## src/rtl/canvas_command_vertex_generator_top_assert.svh

```systemverilog
// assertion macros for the canvas command vertex generator
// no dependencies, included by the top level
`ifndef CANVAS_COMMAND_VERTEX_GENERATOR_TOP_ASSERT_SVH
`define CANVAS_COMMAND_VERTEX_GENERATOR_TOP_ASSERT_SVH

// same-cycle implication
`define CVG_ASSERT_IMPLIES(label, clk, rst, ante, cons, msg) \
  label: assert property (@(posedge clk) disable iff (rst) (ante) |-> (cons)) \
    else $error(msg);

// next-cycle implication
`define CVG_ASSERT_NEXT(label, clk, rst, ante, cons, msg) \
  label: assert property (@(posedge clk) disable iff (rst) (ante) |=> (cons)) \
    else $error(msg);

`endif

```

## src/rtl/cvg_pkg.sv

```systemverilog
// shared types, constants and helpers for the canvas command vertex generator
// no dependencies
package cvg_pkg;

  localparam int STACK_DEPTH_DEF = 16;
  localparam int QUEUE_DEPTH     = 4;
  localparam int IN_DATA_W       = 144;
  localparam int OUT_DATA_W      = 80;
  localparam int OP_W            = 4;

  localparam logic [15:0] ONE_Q88   = 16'd256;
  localparam logic [8:0]  GA_ONE    = 9'd256;
  localparam logic [7:0]  OVF_MAX   = 8'd255;
  localparam logic [7:0]  ALPHA_MAX = 8'd255;
  localparam logic [2:0]  VTX_LAST  = 3'd5;
  localparam logic [23:0] Q_MAX     = 24'h7FFFFF;
  localparam logic [23:0] Q_MIN     = 24'h800000;

  typedef enum logic [OP_W-1:0] {
    OP_FILL_COLOR   = 4'd0,
    OP_STROKE_COLOR = 4'd1,
    OP_LINE_WIDTH   = 4'd2,
    OP_GLOBAL_ALPHA = 4'd3,
    OP_FILL_RECT    = 4'd4,
    OP_STROKE_RECT  = 4'd5,
    OP_CLEAR_RECT   = 4'd6,
    OP_SAVE         = 4'd7,
    OP_RESTORE      = 4'd8,
    OP_TRANSLATE    = 4'd9,
    OP_NOOP         = 4'd10
  } op_t;

  typedef enum logic [1:0] {
    SIDE_TOP    = 2'd0,
    SIDE_RIGHT  = 2'd1,
    SIDE_BOTTOM = 2'd2,
    SIDE_LEFT   = 2'd3
  } side_t;

  // drawing context, also the stack entry
  typedef struct packed {
    logic [31:0] fill;
    logic [31:0] stroke;
    logic [15:0] lw;
    logic [8:0]  ga;
    logic [23:0] ox;
    logic [23:0] oy;
  } ctx_t;

  localparam ctx_t CTX_RESET = '{
    fill: 32'h000000FF, stroke: 32'h000000FF, lw: ONE_Q88, ga: GA_ONE,
    ox: 24'd0, oy: 24'd0
  };

  // drawing command after the corner add
  typedef struct packed {
    logic        stroke;
    logic [23:0] x;
    logic [23:0] y;
    logic [23:0] rw;
    logic [23:0] rh;
    logic [7:0]  red;
    logic [7:0]  green;
    logic [7:0]  blue;
    logic [7:0]  alpha;
    logic [8:0]  ga;
    logic [14:0] half;
  } draw_t;

  // job handed to the vertex emitter
  typedef struct packed {
    logic        stroke;
    logic [23:0] x;
    logic [23:0] y;
    logic [23:0] x2;
    logic [23:0] y2;
    logic [7:0]  red;
    logic [7:0]  green;
    logic [7:0]  blue;
    logic [7:0]  alpha;
    logic [14:0] half;
    logic        nx;
    logic        ny;
    logic        gx;
    logic        gy;
  } job_t;

  function automatic int addr_w(input int depth);
    return (depth > 1) ? $clog2(depth) : 1;
  endfunction

  function automatic logic [23:0] sat_add24(input logic [23:0] a, input logic [23:0] b);
    logic [24:0] s;
    s = {a[23], a} + {b[23], b};
    if (s[24] != s[23]) begin
      return s[24] ? Q_MIN : Q_MAX;
    end
    return s[23:0];
  endfunction

endpackage

```

## src/rtl/canvas_command_vertex_generator_top.sv

```systemverilog
// canvas command vertex generator top: front end, job queue, vertex emitter
// depends on cvg_pkg, cvg_front, cvg_queue, cvg_back and the assertion header
// path: rectangle command -> front-end snapshot register -> job queue -> output register
// throughput: one vertex word per cycle from the emitter when m_tready allows; one command
// per cycle while the four-job queue has room and no restore stack ram read is pending
// reset: synchronous, restores default style and empties the queue; stack ram is not cleared
`include "canvas_command_vertex_generator_top_assert.svh"

module canvas_command_vertex_generator_top import cvg_pkg::*; #(
  parameter int STACK_DEPTH = STACK_DEPTH_DEF
) (
  input  logic                  clk,
  input  logic                  rst,
  input  logic                  s_tvalid,
  output logic                  s_tready,
  // pos_x, pos_y, rect_w, rect_h, color_red, color_green, color_blue, color_alpha,
  // scalar_value
  input  logic [IN_DATA_W-1:0]  s_tdata,
  // operation
  input  logic [OP_W-1:0]       s_tuser,
  output logic                  m_tvalid,
  input  logic                  m_tready,
  // vertex_x, vertex_y, out_red, out_green, out_blue, out_alpha
  output logic [OUT_DATA_W-1:0] m_tdata,
  // last_vertex
  output logic                  m_tlast
);

  logic push, q_full, head_valid, pop;
  job_t push_job, head_job;

  cvg_front #(
    .StackDepth (STACK_DEPTH)
  ) u_front (
    .clk      (clk),
    .rst      (rst),
    .s_tvalid (s_tvalid),
    .s_tready (s_tready),
    .s_tdata  (s_tdata),
    .s_tuser  (s_tuser),
    .push     (push),
    .push_job (push_job),
    .q_full   (q_full)
  );

  cvg_queue u_queue (
    .clk        (clk),
    .rst        (rst),
    .push       (push),
    .push_job   (push_job),
    .full       (q_full),
    .head_valid (head_valid),
    .head_job   (head_job),
    .pop        (pop)
  );

  cvg_back u_back (
    .clk        (clk),
    .rst        (rst),
    .head_valid (head_valid),
    .head_job   (head_job),
    .pop        (pop),
    .m_tvalid   (m_tvalid),
    .m_tready   (m_tready),
    .m_tdata    (m_tdata),
    .m_tlast    (m_tlast)
  );

  `CVG_ASSERT_IMPLIES(a_no_push_full, clk, rst, push, !q_full, "job pushed into full queue")
  `CVG_ASSERT_IMPLIES(a_pop_valid, clk, rst, pop, head_valid, "job popped from empty queue")
  `CVG_ASSERT_NEXT(a_pop_last, clk, rst, pop, m_tvalid && m_tlast, "job retired without last word")

endmodule

```

## src/rtl/cvg_ram.sv

```systemverilog
// generic single write port ram with registered read
// no dependencies
module cvg_ram import cvg_pkg::*; #(
  parameter int Width = 8,
  parameter int Depth = 16
) (
  input  logic                       clk,
  input  logic                       wr_en,
  input  logic [addr_w(Depth)-1:0]   wr_addr,
  input  logic [Width-1:0]           wr_data,
  input  logic                       rd_en,
  input  logic [addr_w(Depth)-1:0]   rd_addr,
  output logic [Width-1:0]           rd_data
);

  logic [Width-1:0] mem [Depth];

  always_ff @(posedge clk) begin
    if (wr_en) begin
      mem[wr_addr] <= wr_data;
    end
    if (rd_en) begin
      rd_data <= mem[rd_addr];
    end
  end

endmodule

```

## src/rtl/cvg_front.sv

```systemverilog
// command front end: context registers, save stack, corner add, job build
// depends on cvg_pkg and cvg_ram
module cvg_front import cvg_pkg::*; #(
  parameter int StackDepth = STACK_DEPTH_DEF
) (
  input  logic                 clk,
  input  logic                 rst,
  input  logic                 s_tvalid,
  output logic                 s_tready,
  input  logic [IN_DATA_W-1:0] s_tdata,
  input  logic [OP_W-1:0]      s_tuser,
  output logic                 push,
  output job_t                 push_job,
  input  logic                 q_full
);

  localparam int LevelW = $clog2(StackDepth + 1);
  localparam int AddrW  = addr_w(StackDepth);

  logic [OP_W-1:0]  op;
  logic [23:0]      pos_x, pos_y, rect_w, rect_h;
  logic [7:0]       color_red, color_green, color_blue, color_alpha;
  logic [15:0]      scalar_value;

  ctx_t             ctx;
  ctx_t             rd_ctx;
  logic [LevelW-1:0] level;
  logic [LevelW-1:0] level_dec;
  logic [7:0]       ovf;
  logic             rest_pend;
  logic             s1_valid;
  draw_t            s1;

  logic             acc, is_draw, save_ok, wr_en, rd_en;
  logic [23:0]      cx, cy, x2, y2;
  logic [15:0]      lw_eff;
  logic [16:0]      prod;

  assign op           = s_tuser;
  assign pos_x        = s_tdata[23:0];
  assign pos_y        = s_tdata[47:24];
  assign rect_w       = s_tdata[71:48];
  assign rect_h       = s_tdata[95:72];
  assign color_red    = s_tdata[103:96];
  assign color_green  = s_tdata[111:104];
  assign color_blue   = s_tdata[119:112];
  assign color_alpha  = s_tdata[127:120];
  assign scalar_value = s_tdata[143:128];

  always_comb begin
    s_tready  = !rest_pend && (!s1_valid || !q_full);
    acc       = s_tvalid && s_tready;
    is_draw   = (op == OP_FILL_RECT) || (op == OP_STROKE_RECT) || (op == OP_CLEAR_RECT);
    save_ok   = level != LevelW'(StackDepth);
    wr_en     = acc && (op == OP_SAVE) && save_ok;
    rd_en     = acc && (op == OP_RESTORE) && (ovf == 8'd0) && (level != '0);
    level_dec = level - LevelW'(1);
    cx        = sat_add24(pos_x, ctx.ox);
    cy        = sat_add24(pos_y, ctx.oy);
    lw_eff    = (ctx.lw < ONE_Q88) ? ONE_Q88 : ctx.lw;
  end

  cvg_ram #(
    .Width ($bits(ctx_t)),
    .Depth (StackDepth)
  ) u_stack (
    .clk     (clk),
    .wr_en   (wr_en),
    .wr_addr (level[AddrW-1:0]),
    .wr_data (ctx),
    .rd_en   (rd_en),
    .rd_addr (level_dec[AddrW-1:0]),
    .rd_data (rd_ctx)
  );

  always_ff @(posedge clk) begin
    if (rst) begin
      ctx       <= CTX_RESET;
      level     <= '0;
      ovf       <= '0;
      rest_pend <= 1'b0;
      s1_valid  <= 1'b0;
    end else begin
      rest_pend <= rd_en;
      s1_valid  <= (acc && is_draw) || (s1_valid && q_full);
      if (rest_pend) begin
        ctx <= rd_ctx;
      end
      if (acc) begin
        case (op)
          OP_FILL_COLOR: begin
            ctx.fill <= {color_red, color_green, color_blue, color_alpha};
          end
          OP_STROKE_COLOR: begin
            ctx.stroke <= {color_red, color_green, color_blue, color_alpha};
          end
          OP_LINE_WIDTH: begin
            ctx.lw <= scalar_value;
          end
          OP_GLOBAL_ALPHA: begin
            ctx.ga <= (scalar_value > 16'(GA_ONE)) ? GA_ONE : scalar_value[8:0];
          end
          OP_SAVE: begin
            if (save_ok) begin
              level <= level + LevelW'(1);
            end else if (ovf != OVF_MAX) begin
              ovf <= ovf + 8'd1;
            end
          end
          OP_RESTORE: begin
            if (ovf != 8'd0) begin
              ovf <= ovf - 8'd1;
            end else if (level != '0) begin
              level <= level_dec;
            end
          end
          OP_TRANSLATE: begin
            ctx.ox <= sat_add24(ctx.ox, pos_x);
            ctx.oy <= sat_add24(ctx.oy, pos_y);
          end
          default: begin
          end
        endcase
      end
    end
  end

  // snapshot of style at accept time
  always_ff @(posedge clk) begin
    if (acc && is_draw) begin
      s1.stroke <= (op == OP_STROKE_RECT);
      s1.x      <= cx;
      s1.y      <= cy;
      s1.rw     <= rect_w;
      s1.rh     <= rect_h;
      s1.half   <= lw_eff[15:1];
      case (op)
        OP_FILL_RECT: begin
          {s1.red, s1.green, s1.blue, s1.alpha} <= ctx.fill;
          s1.ga <= ctx.ga;
        end
        OP_STROKE_RECT: begin
          {s1.red, s1.green, s1.blue, s1.alpha} <= ctx.stroke;
          s1.ga <= ctx.ga;
        end
        default: begin
          // clear is opaque black, unscaled
          {s1.red, s1.green, s1.blue} <= '0;
          s1.alpha <= ALPHA_MAX;
          s1.ga    <= GA_ONE;
        end
      endcase
    end
  end

  always_comb begin
    x2   = sat_add24(s1.x, s1.rw);
    y2   = sat_add24(s1.y, s1.rh);
    prod = 17'(s1.alpha) * 17'(s1.ga);
    push_job.stroke = s1.stroke;
    push_job.x      = s1.x;
    push_job.y      = s1.y;
    push_job.x2     = x2;
    push_job.y2     = y2;
    push_job.red    = s1.red;
    push_job.green  = s1.green;
    push_job.blue   = s1.blue;
    push_job.alpha  = prod[15:8];
    push_job.half   = s1.half;
    push_job.nx     = x2 != s1.x;
    push_job.ny     = y2 != s1.y;
    push_job.gx     = $signed(x2) > $signed(s1.x);
    push_job.gy     = $signed(y2) > $signed(s1.y);
    // a stroke with all four sides empty emits nothing
    push = s1_valid && !q_full && (!s1.stroke || push_job.nx || push_job.ny);
  end

endmodule

```

## src/rtl/cvg_queue.sv

```systemverilog
// short job queue between the front end and the vertex emitter
// depends on cvg_pkg
module cvg_queue import cvg_pkg::*; (
  input  logic clk,
  input  logic rst,
  input  logic push,
  input  job_t push_job,
  output logic full,
  output logic head_valid,
  output job_t head_job,
  input  logic pop
);

  localparam int PtrW = $clog2(QUEUE_DEPTH);

  job_t            slots [QUEUE_DEPTH];
  logic [PtrW-1:0] wptr, rptr;
  logic [PtrW:0]   count;

  assign full       = count == (PtrW + 1)'(QUEUE_DEPTH);
  assign head_valid = count != '0;
  assign head_job   = slots[rptr];

  always_ff @(posedge clk) begin
    if (rst) begin
      wptr  <= '0;
      rptr  <= '0;
      count <= '0;
    end else begin
      if (push) begin
        wptr <= wptr + PtrW'(1);
      end
      if (pop) begin
        rptr <= rptr + PtrW'(1);
      end
      case ({push, pop})
        2'b10:   count <= count + (PtrW + 1)'(1);
        2'b01:   count <= count - (PtrW + 1)'(1);
        default: count <= count;
      endcase
    end
  end

  always_ff @(posedge clk) begin
    if (push) begin
      slots[wptr] <= push_job;
    end
  end

endmodule

```

## src/rtl/cvg_back.sv

```systemverilog
// vertex emitter: walks quad or stroke sides, one vertex per cycle while m_tready allows
// depends on cvg_pkg
module cvg_back import cvg_pkg::*; (
  input  logic                  clk,
  input  logic                  rst,
  input  logic                  head_valid,
  input  job_t                  head_job,
  output logic                  pop,
  output logic                  m_tvalid,
  input  logic                  m_tready,
  output logic [OUT_DATA_W-1:0] m_tdata,
  output logic                  m_tlast
);

  logic [2:0]  vidx;
  logic [1:0]  side;
  logic        fresh;

  logic        adv, emit, last_v, use_p2, minus, xfar, yfar, neg;
  logic [1:0]  side_cur, last_side, step;
  logic [23:0] off, off_x, off_y, vx, vy;

  always_comb begin
    adv       = !m_tvalid || m_tready;
    emit      = head_valid && adv;
    side_cur  = fresh ? ((head_job.stroke && !head_job.nx) ? SIDE_RIGHT : SIDE_TOP) : side;
    last_side = head_job.ny ? SIDE_LEFT : SIDE_BOTTOM;
    step      = (head_job.nx && head_job.ny) ? 2'd1 : 2'd2;
    last_v    = (vidx == VTX_LAST) && (!head_job.stroke || side_cur == last_side);
    pop       = emit && last_v;
    use_p2    = (vidx == 3'd2) || (vidx == 3'd4) || (vidx == 3'd5);
    minus     = (vidx == 3'd1) || (vidx == 3'd2) || (vidx == 3'd4);
    if (!head_job.stroke) begin
      xfar = minus;
      yfar = use_p2;
    end else begin
      case (side_cur)
        SIDE_TOP: begin
          xfar = use_p2;
          yfar = 1'b0;
        end
        SIDE_RIGHT: begin
          xfar = 1'b1;
          yfar = use_p2;
        end
        SIDE_BOTTOM: begin
          xfar = !use_p2;
          yfar = 1'b1;
        end
        default: begin
          xfar = 1'b0;
          yfar = !use_p2;
        end
      endcase
    end
    // normal sign per side, flipped on the minus vertices
    neg   = (side_cur[0] ? (head_job.gy ^ side_cur[1]) : (head_job.gx ^ ~side_cur[1])) ^ minus;
    off   = neg ? -{9'd0, head_job.half} : {9'd0, head_job.half};
    off_x = (head_job.stroke && side_cur[0])  ? off : '0;
    off_y = (head_job.stroke && !side_cur[0]) ? off : '0;
    vx    = sat_add24(xfar ? head_job.x2 : head_job.x, off_x);
    vy    = sat_add24(yfar ? head_job.y2 : head_job.y, off_y);
  end

  always_ff @(posedge clk) begin
    if (rst) begin
      vidx     <= '0;
      side     <= SIDE_TOP;
      fresh    <= 1'b1;
      m_tvalid <= 1'b0;
    end else begin
      if (adv) begin
        m_tvalid <= head_valid;
      end
      if (emit) begin
        if (last_v) begin
          vidx  <= '0;
          fresh <= 1'b1;
        end else if (vidx == VTX_LAST) begin
          vidx  <= '0;
          side  <= side_cur + step;
          fresh <= 1'b0;
        end else begin
          vidx  <= vidx + 3'd1;
          side  <= side_cur;
          fresh <= 1'b0;
        end
      end
    end
  end

  always_ff @(posedge clk) begin
    if (emit) begin
      m_tdata <= {head_job.alpha, head_job.blue, head_job.green, head_job.red, vy, vx};
      m_tlast <= last_v;
    end
  end

endmodule

```

## config.mk

```make
export PLATFORM = sky130hd
export DESIGN_NAME = canvas_command_vertex_generator_top
export DESIGN_NICKNAME = d
export VERILOG_FILES = /design/src/rtl/cvg_pkg.sv /design/src/rtl/canvas_command_vertex_generator_top.sv /design/src/rtl/cvg_ram.sv /design/src/rtl/cvg_front.sv /design/src/rtl/cvg_queue.sv /design/src/rtl/cvg_back.sv
export VERILOG_INCLUDE_DIRS = /design/src /design/src/rtl
export SDC_FILE = /design/constraint.sdc
export NUM_CORES = 2
export LEC_CHECK = 0
export ABC_AREA = 1
export BUFFER_PORTS_ARGS = -buffer_cell sky130_fd_sc_hd__buf_2
export CORE_MARGIN = 2
export CORE_UTILIZATION = 35
export DETAILED_ROUTE_END_ITERATION = 7
export GPL_TIMING_DRIVEN = 0
export MAX_ROUTING_LAYER = met4
export PLACE_DENSITY = 0.55
export SLEW_MARGIN = 20
export SYNTH_ARGS = -nofsm -noshare
export SYNTH_HDL_FRONTEND = slang
export SYNTH_SLANG_ARGS = --single-unit
```

## constraint.sdc

```tcl
create_clock -name clk -period 17.1 [get_ports clk]
set_clock_uncertainty 0.05 [all_clocks]
set_input_delay 2.565 -clock clk [delete_from_list [all_inputs] [get_ports clk]]
set_output_delay 2.565 -clock clk [all_outputs]
set_load 0.01 [all_outputs]
```

Yosys cells after proc, flatten, opt, wreduce, memory -nomap -nowiden
Memory sizes are Yosys's and may differ from the RTL's. A register that Yosys moved wholly into a read port is not among the register bits.
Cells that the tools add are included.
{"block": "totals", "regBits": 400, "latchBits": 0, "ramBits": 2784, "romBits": 0, "in_bits": 152, "out_inout_bits": 83, "word_cells": 218, "n_memories": 2}
{"name": "u_front.u_stack.mem", "depth": 16, "word_bits": 137, "read_ports": 1, "rd_clocked_by_memory_dff": 1, "wr": 1, "line_no": "cvg_ram.sv:16", "rtl": "logic [Width-1:0] mem [Depth];"}
{"name": "u_queue.slots", "depth": 4, "word_bits": 148, "read_ports": 1, "rd_clocked_by_memory_dff": 1, "wr": 1, "line_no": "cvg_queue.sv:16", "rtl": "job_t slots [QUEUE_DEPTH];"}
{"block": "op_classes", "add_sub_neg": 17, "mul": 1, "div_mod_pow": 0, "order_cmp": 4, "eq_ne": 35, "shifts": 0, "mux": 74, "bitwise": 5, "n_reduce_logical": 50}
{"op": "$mux W24", "count": 25}
{"op": "$mux W137", "count": 2}
{"op": "$add A24 B24 Y25", "count": 6}
{"op": "$pmux W41 S2", "count": 1}
{"op": "$mux W32", "count": 2}
{"op": "$gt A24 B24 Y1", "count": 2}
{"op": "$mux W48", "count": 1}
{"op": "$ne A24 B24 Y1", "count": 2}
{"op": "$mux W8", "count": 3}
{"op": "$neg A15 Y24", "count": 1}
{"op": "$mux W1", "count": 22}
{"op": "$logic_and A1 B1 Y1", "count": 18}
{"op": "$mux W9", "count": 2}
{"op": "$eq A4 B3 Y1 const B", "count": 4}
{"op": "$gt A16 B9 Y1 const B", "count": 1}
{"op": "$lt A16 B9 Y1 const B", "count": 1}
{"op": "$mul A8 B9 Y16", "count": 1}
{"op": "$mux W16", "count": 1}
{"op": "$pmux W8 S2", "count": 1}
{"op": "$mux W5", "count": 3}
{"op": "$logic_or A1 B1 Y1", "count": 12}
{"op": "$mux W2", "count": 5}
{"op": "$ne A2 B2 Y1 const B", "count": 5}
{"op": "$pmux W5 S2", "count": 1}
{"op": "other kinds (36)", "count": 64}

Longest topological paths before layout
{"block": "depth", "word_depth": 14, "ltp_mapped": 31, "ltp_nobuf": 29}

Cells and area by module
A second synthesis with hierarchy kept.
{"block": "hier_totals", "hier_cells": 14190, "area_unflattened_um2": 149133.0}
{"mod": "cvg_ram", "instances": 1, "cells_each": 8299, "area_per_inst_um2": 94914.8, "seq_area_each_um2": 69937.1}
{"mod": "cvg_front", "instances": 1, "cells_each": 3242, "area_per_inst_um2": 23719.0, "seq_area_each_um2": 7637.3}
{"mod": "cvg_queue", "instances": 1, "cells_each": 1490, "area_per_inst_um2": 22394.0, "seq_area_each_um2": 17957.2}
{"mod": "cvg_back", "instances": 1, "cells_each": 1159, "area_per_inst_um2": 8105.3, "seq_area_each_um2": 2572.5}

Worst setup path before layout
Ideal clock, no wire load.
{"block": "synth_timing", "path_kind": "in2reg", "start": "in s_tuser[3]", "end": "reg u_front.u_stack.rd_data[0], read port of u_front.u_stack.mem (enable)", "setup_ps": 799, "arrival_time_ps": 12382, "required_time_ps": 16251, "slack_ps": 3868, "cell_stages": 6, "n_path_buf": 0, "path_cell_list": "inv_1 -> nor2_1 -> nand2_2 -> inv_2 -> nand2_2 -> nor3_1"}
{"block": "synth_between", "elab_chain_len": 4}
{"element": "from (decl)", "line_no": "canvas_command_vertex_generator_top.sv:20", "rtl": "input logic [OP_W-1:0] s_tuser,"}
{"element": "$eq A4 B4 Y1", "line_no": "cvg_front.sv:56", "rtl": "rd_en = acc && (op == OP_RESTORE) && (ovf == 8'd0) && (level != '0);"}
{"element": "$logic_and A1 B1 Y1 (3 in series)", "line_no": "cvg_front.sv:56"}
{"element": "via u_front.rd_en", "line_no": "cvg_front.sv:34", "rtl": "logic acc, is_draw, save_ok, wr_en, rd_en;"}
{"element": "to (decl)", "line_no": "cvg_ram.sv:13", "rtl": "output logic [Width-1:0] rd_data"}
The timed path passes the listed nets, and every way through them passes these cells.
A chain may end at the register's enable or synchronous reset.

==> flow_summary.yaml <==
timing:
  slew_headroom_pct: 17.0
  hold_ws_ns: 0.411
  worst_pin_slew_ns: 1.25
  clock.fmax_mhz: 149
  setup_viol: 0
  finalHoldViolCount: 0
  final_max_slew_viol_count: 0
  rsz0062_at_grt: "no"
  fin_crit_ns: 6.69
  min_period_over_period_pct: 39.1
floorplan:
  num_rows: 233
  die_w_microns: 639
  start_util_pct: 35.1
  io_pins: 235
  die-area_sq_mm: 0.408
  die_h_microns: 639
  coreArea_sq_mm: 0.402
place:
  dp_hpwl_mm: 372
  gp_congestion: 0.933
  dp.cells: 17800
  port_buffers: 233
logic_synthesis:
  syn_inst: 12100
  yosysWarnings: 0
  ys_ff_latch: 3305
  ys_seq_area_share_pct: 69.1
  ys.flop_type: "edfxtp_1"
  synth_nets: 12500
  synth_edf_count: 3138
  synth.distinct_cells: 63
  async_flop_share_pct: 0
  syn_avg_cell_area_sq_um: 11.7
  netlist_area_sq_mm: 0.141
global_route:
  antenna_found_initial: 55
  overflow: 0
  grt_usage_pct: 24.7
  grt_pass1_wl_mm: 706
  grt_pass1_vias: 95400
  grt_start_max_net_pins: 89
drt:
  drc_errors: 0
  vias: 101000
  wl_per_cell_microns: 27.2
  routed_via_density: 5.44
  totalWireLength_mm: 505
  final_antenna_net_count: 0
  dr.pass1.iters: 6
  drtIter0Drc: 12100
final_layout:
  final_cells: 18500
  fin_nets: 13300
  area_delta_synth_final_pct: 17.1
  final_common_cell: "edfxtp_1"
  most-common-layout-cells: "edfxtp_1, nor2_1, o21ai_0, nand2_1, inv_1"
  drive_above_1_share_pct: 9.71
worst_setup_path:
  crit_path_max_incr_delay_ns: 0.59
  slowest_stage: "edfxtp_1"
  end_kind: "register"
  cp_max_fo: 21
  arrival_ns: 7.32
  crit_top_cell: "nand2_1"
  critPathLaunchType: "register"
  required_ns: 17.73
  critPathKind: "reg2reg"
clock_tree:
  ctsLongestPathBuffers: 4
  cts_tree: "done"
  cts_hold_buffers: 0
  clkTransAtPathRegs_ns: 0.06
  post_cts_buffers: 0
  cts_inserted_buffers: 363
  cts_sinks: 3305
  post_cts_resized: 0
  cts_root_buf: "clkbuf_16"
  clock_latency_ns: 0.99
  cts-htree-levels: 5
run_status:
  run_status: "finished, final reports clean"
min_path:
  hp-class: "reg2reg"
power_and_ir_drop:
  power_density_mw_per_mm2: 110
  power_leakage_nw: 60.2
  ir_worst_vdd_uv: 87.4
  finalPower_w: 0.0182
run:
  drv_cap: 0
metrics by stage:
stage	cell area, sq um	TNS, ns	util, %	setup slack (ns)
6_report	165000	0	41.1	10.41
5_1_grt	165000	0	41.1	10.18
4_1_cts	165000	0	41.1	10.53
3_5_place_dp	154000	0	38.2	10.23
3_3_place_gp	149000	-1293.93	37.0	-6.14
2_1_floorplan	141000	0	-	3.87
cell type report:
cell class / count / area [sq um]
clock buffer: 465 / 9690
tap: 5287 / 6620
buffer: 693 / 3010
multi-input combinational: 7360 / 38100
sequential: 3305 / 97600
inverter: 738 / 2780
fill: 38000 / 237000
antenna: 42 / 105
clock inverter: 192 / 1800
timing repair buffer: 436 / 5680
cell usage after synthesis, types with 10 or more instances:
cell type  count  area [sq um]
nand3b_1      16           120
nand3_1      325          1630
edfxtp_1    3138         94200
o221ai_1     184          1610
o21ai_1      137           686
nand2_1     1611          6050
ha_1         245          3070
a21oi_2       18           158
xor2_1        58           508
a21oi_1      418          2090
clkbuf_1     491          1840
inv_2         18          67.6
o21bai_1      12          90.1
dfxtp_1      167          3340
nor3_1        35           175
fa_1          48           961
inv_1        717          2690
buf_2        122           611
nor2_1      1742          6540
nand4_1       65           407
o211ai_1      57           428
mux2i_1       15           150
and2_1        11          68.8
o21ai_0     1626          8140
buf_6         13           146
or2_2         17           106
buf_1         36           135
xnor2_1       36           315
o22ai_1      568          3550
buf_4         30           225
a32o_1        26           260
nand2_2       10          62.6
state kept, by name (all words and copies together) (netlist names), 3 cells and up, named ones only:
name and flops:
u_front.u_stack.mem 2176, u_queue.slots 592, u_front.ctx 136, u_front.u_stack.rd_data 136, u_front.push_job 88, u_back.m_tdata 80
u_front.s1 65, u_front.ovf 8, u_front.level 5, u_back.vidx 3, u_queue.count 3
layer usage:
metal	vias to the layer above	global-route usage (%)	share of wire, %
met2	4755	39.2	47
met4	0	11.1	5.2
met3	899	4.56	9.0
met5	-	-	0
li1	45300	-	-
met1	49800	30.8	39
kinds of logic after synthesis:
| kind of cell | Yosys count | synth area share [%] |
|---|---|---|
| AOI/OAI and AO/OA | 3083 | 12.3 |
| DFF | 3305 | 69.1 |
| adders and majority gates | 293 | 2.85 |
| muxes | 15 | 0.106 |
| buffers and inverters | 1431 | 4.07 |
| xor gates and xnor gates | 96 | 0.606 |
| and+or+nand+nor | 3873 | 11.0 |
worst paths after layout:
check,start,end,slack (ns),depth (start not counted)
min,u_front.push_job[9],u_queue.slots[2][9],0.41,0
max reg2reg,u_front.push_job[123],u_queue.slots[1][55],10.41,29
min reg2reg,u_front.push_job[9],u_queue.slots[2][9],0.41,0
max,u_front.push_job[123],u_queue.slots[1][55],10.41,29
worst max-delay path: cells and delay by family, from the launching register on:
kind,cells,cell delay (ns)
compound gates,2,0.76
flops,1,0.59
buf+inv,9,1.41
simple gates,15,2.58
fa+ha+maj,3,0.95
power breakdown:
group | switching [W] | internal [W] | total (W)
Sequential | 0.0000822 | 0.00892 | 0.00900
Clock | 0.00330 | 0.00439 | 0.00769
Combinational | 0.00111 | 0.000420 | 0.00153
Note: power is estimated with default switching activity, not from simulation.
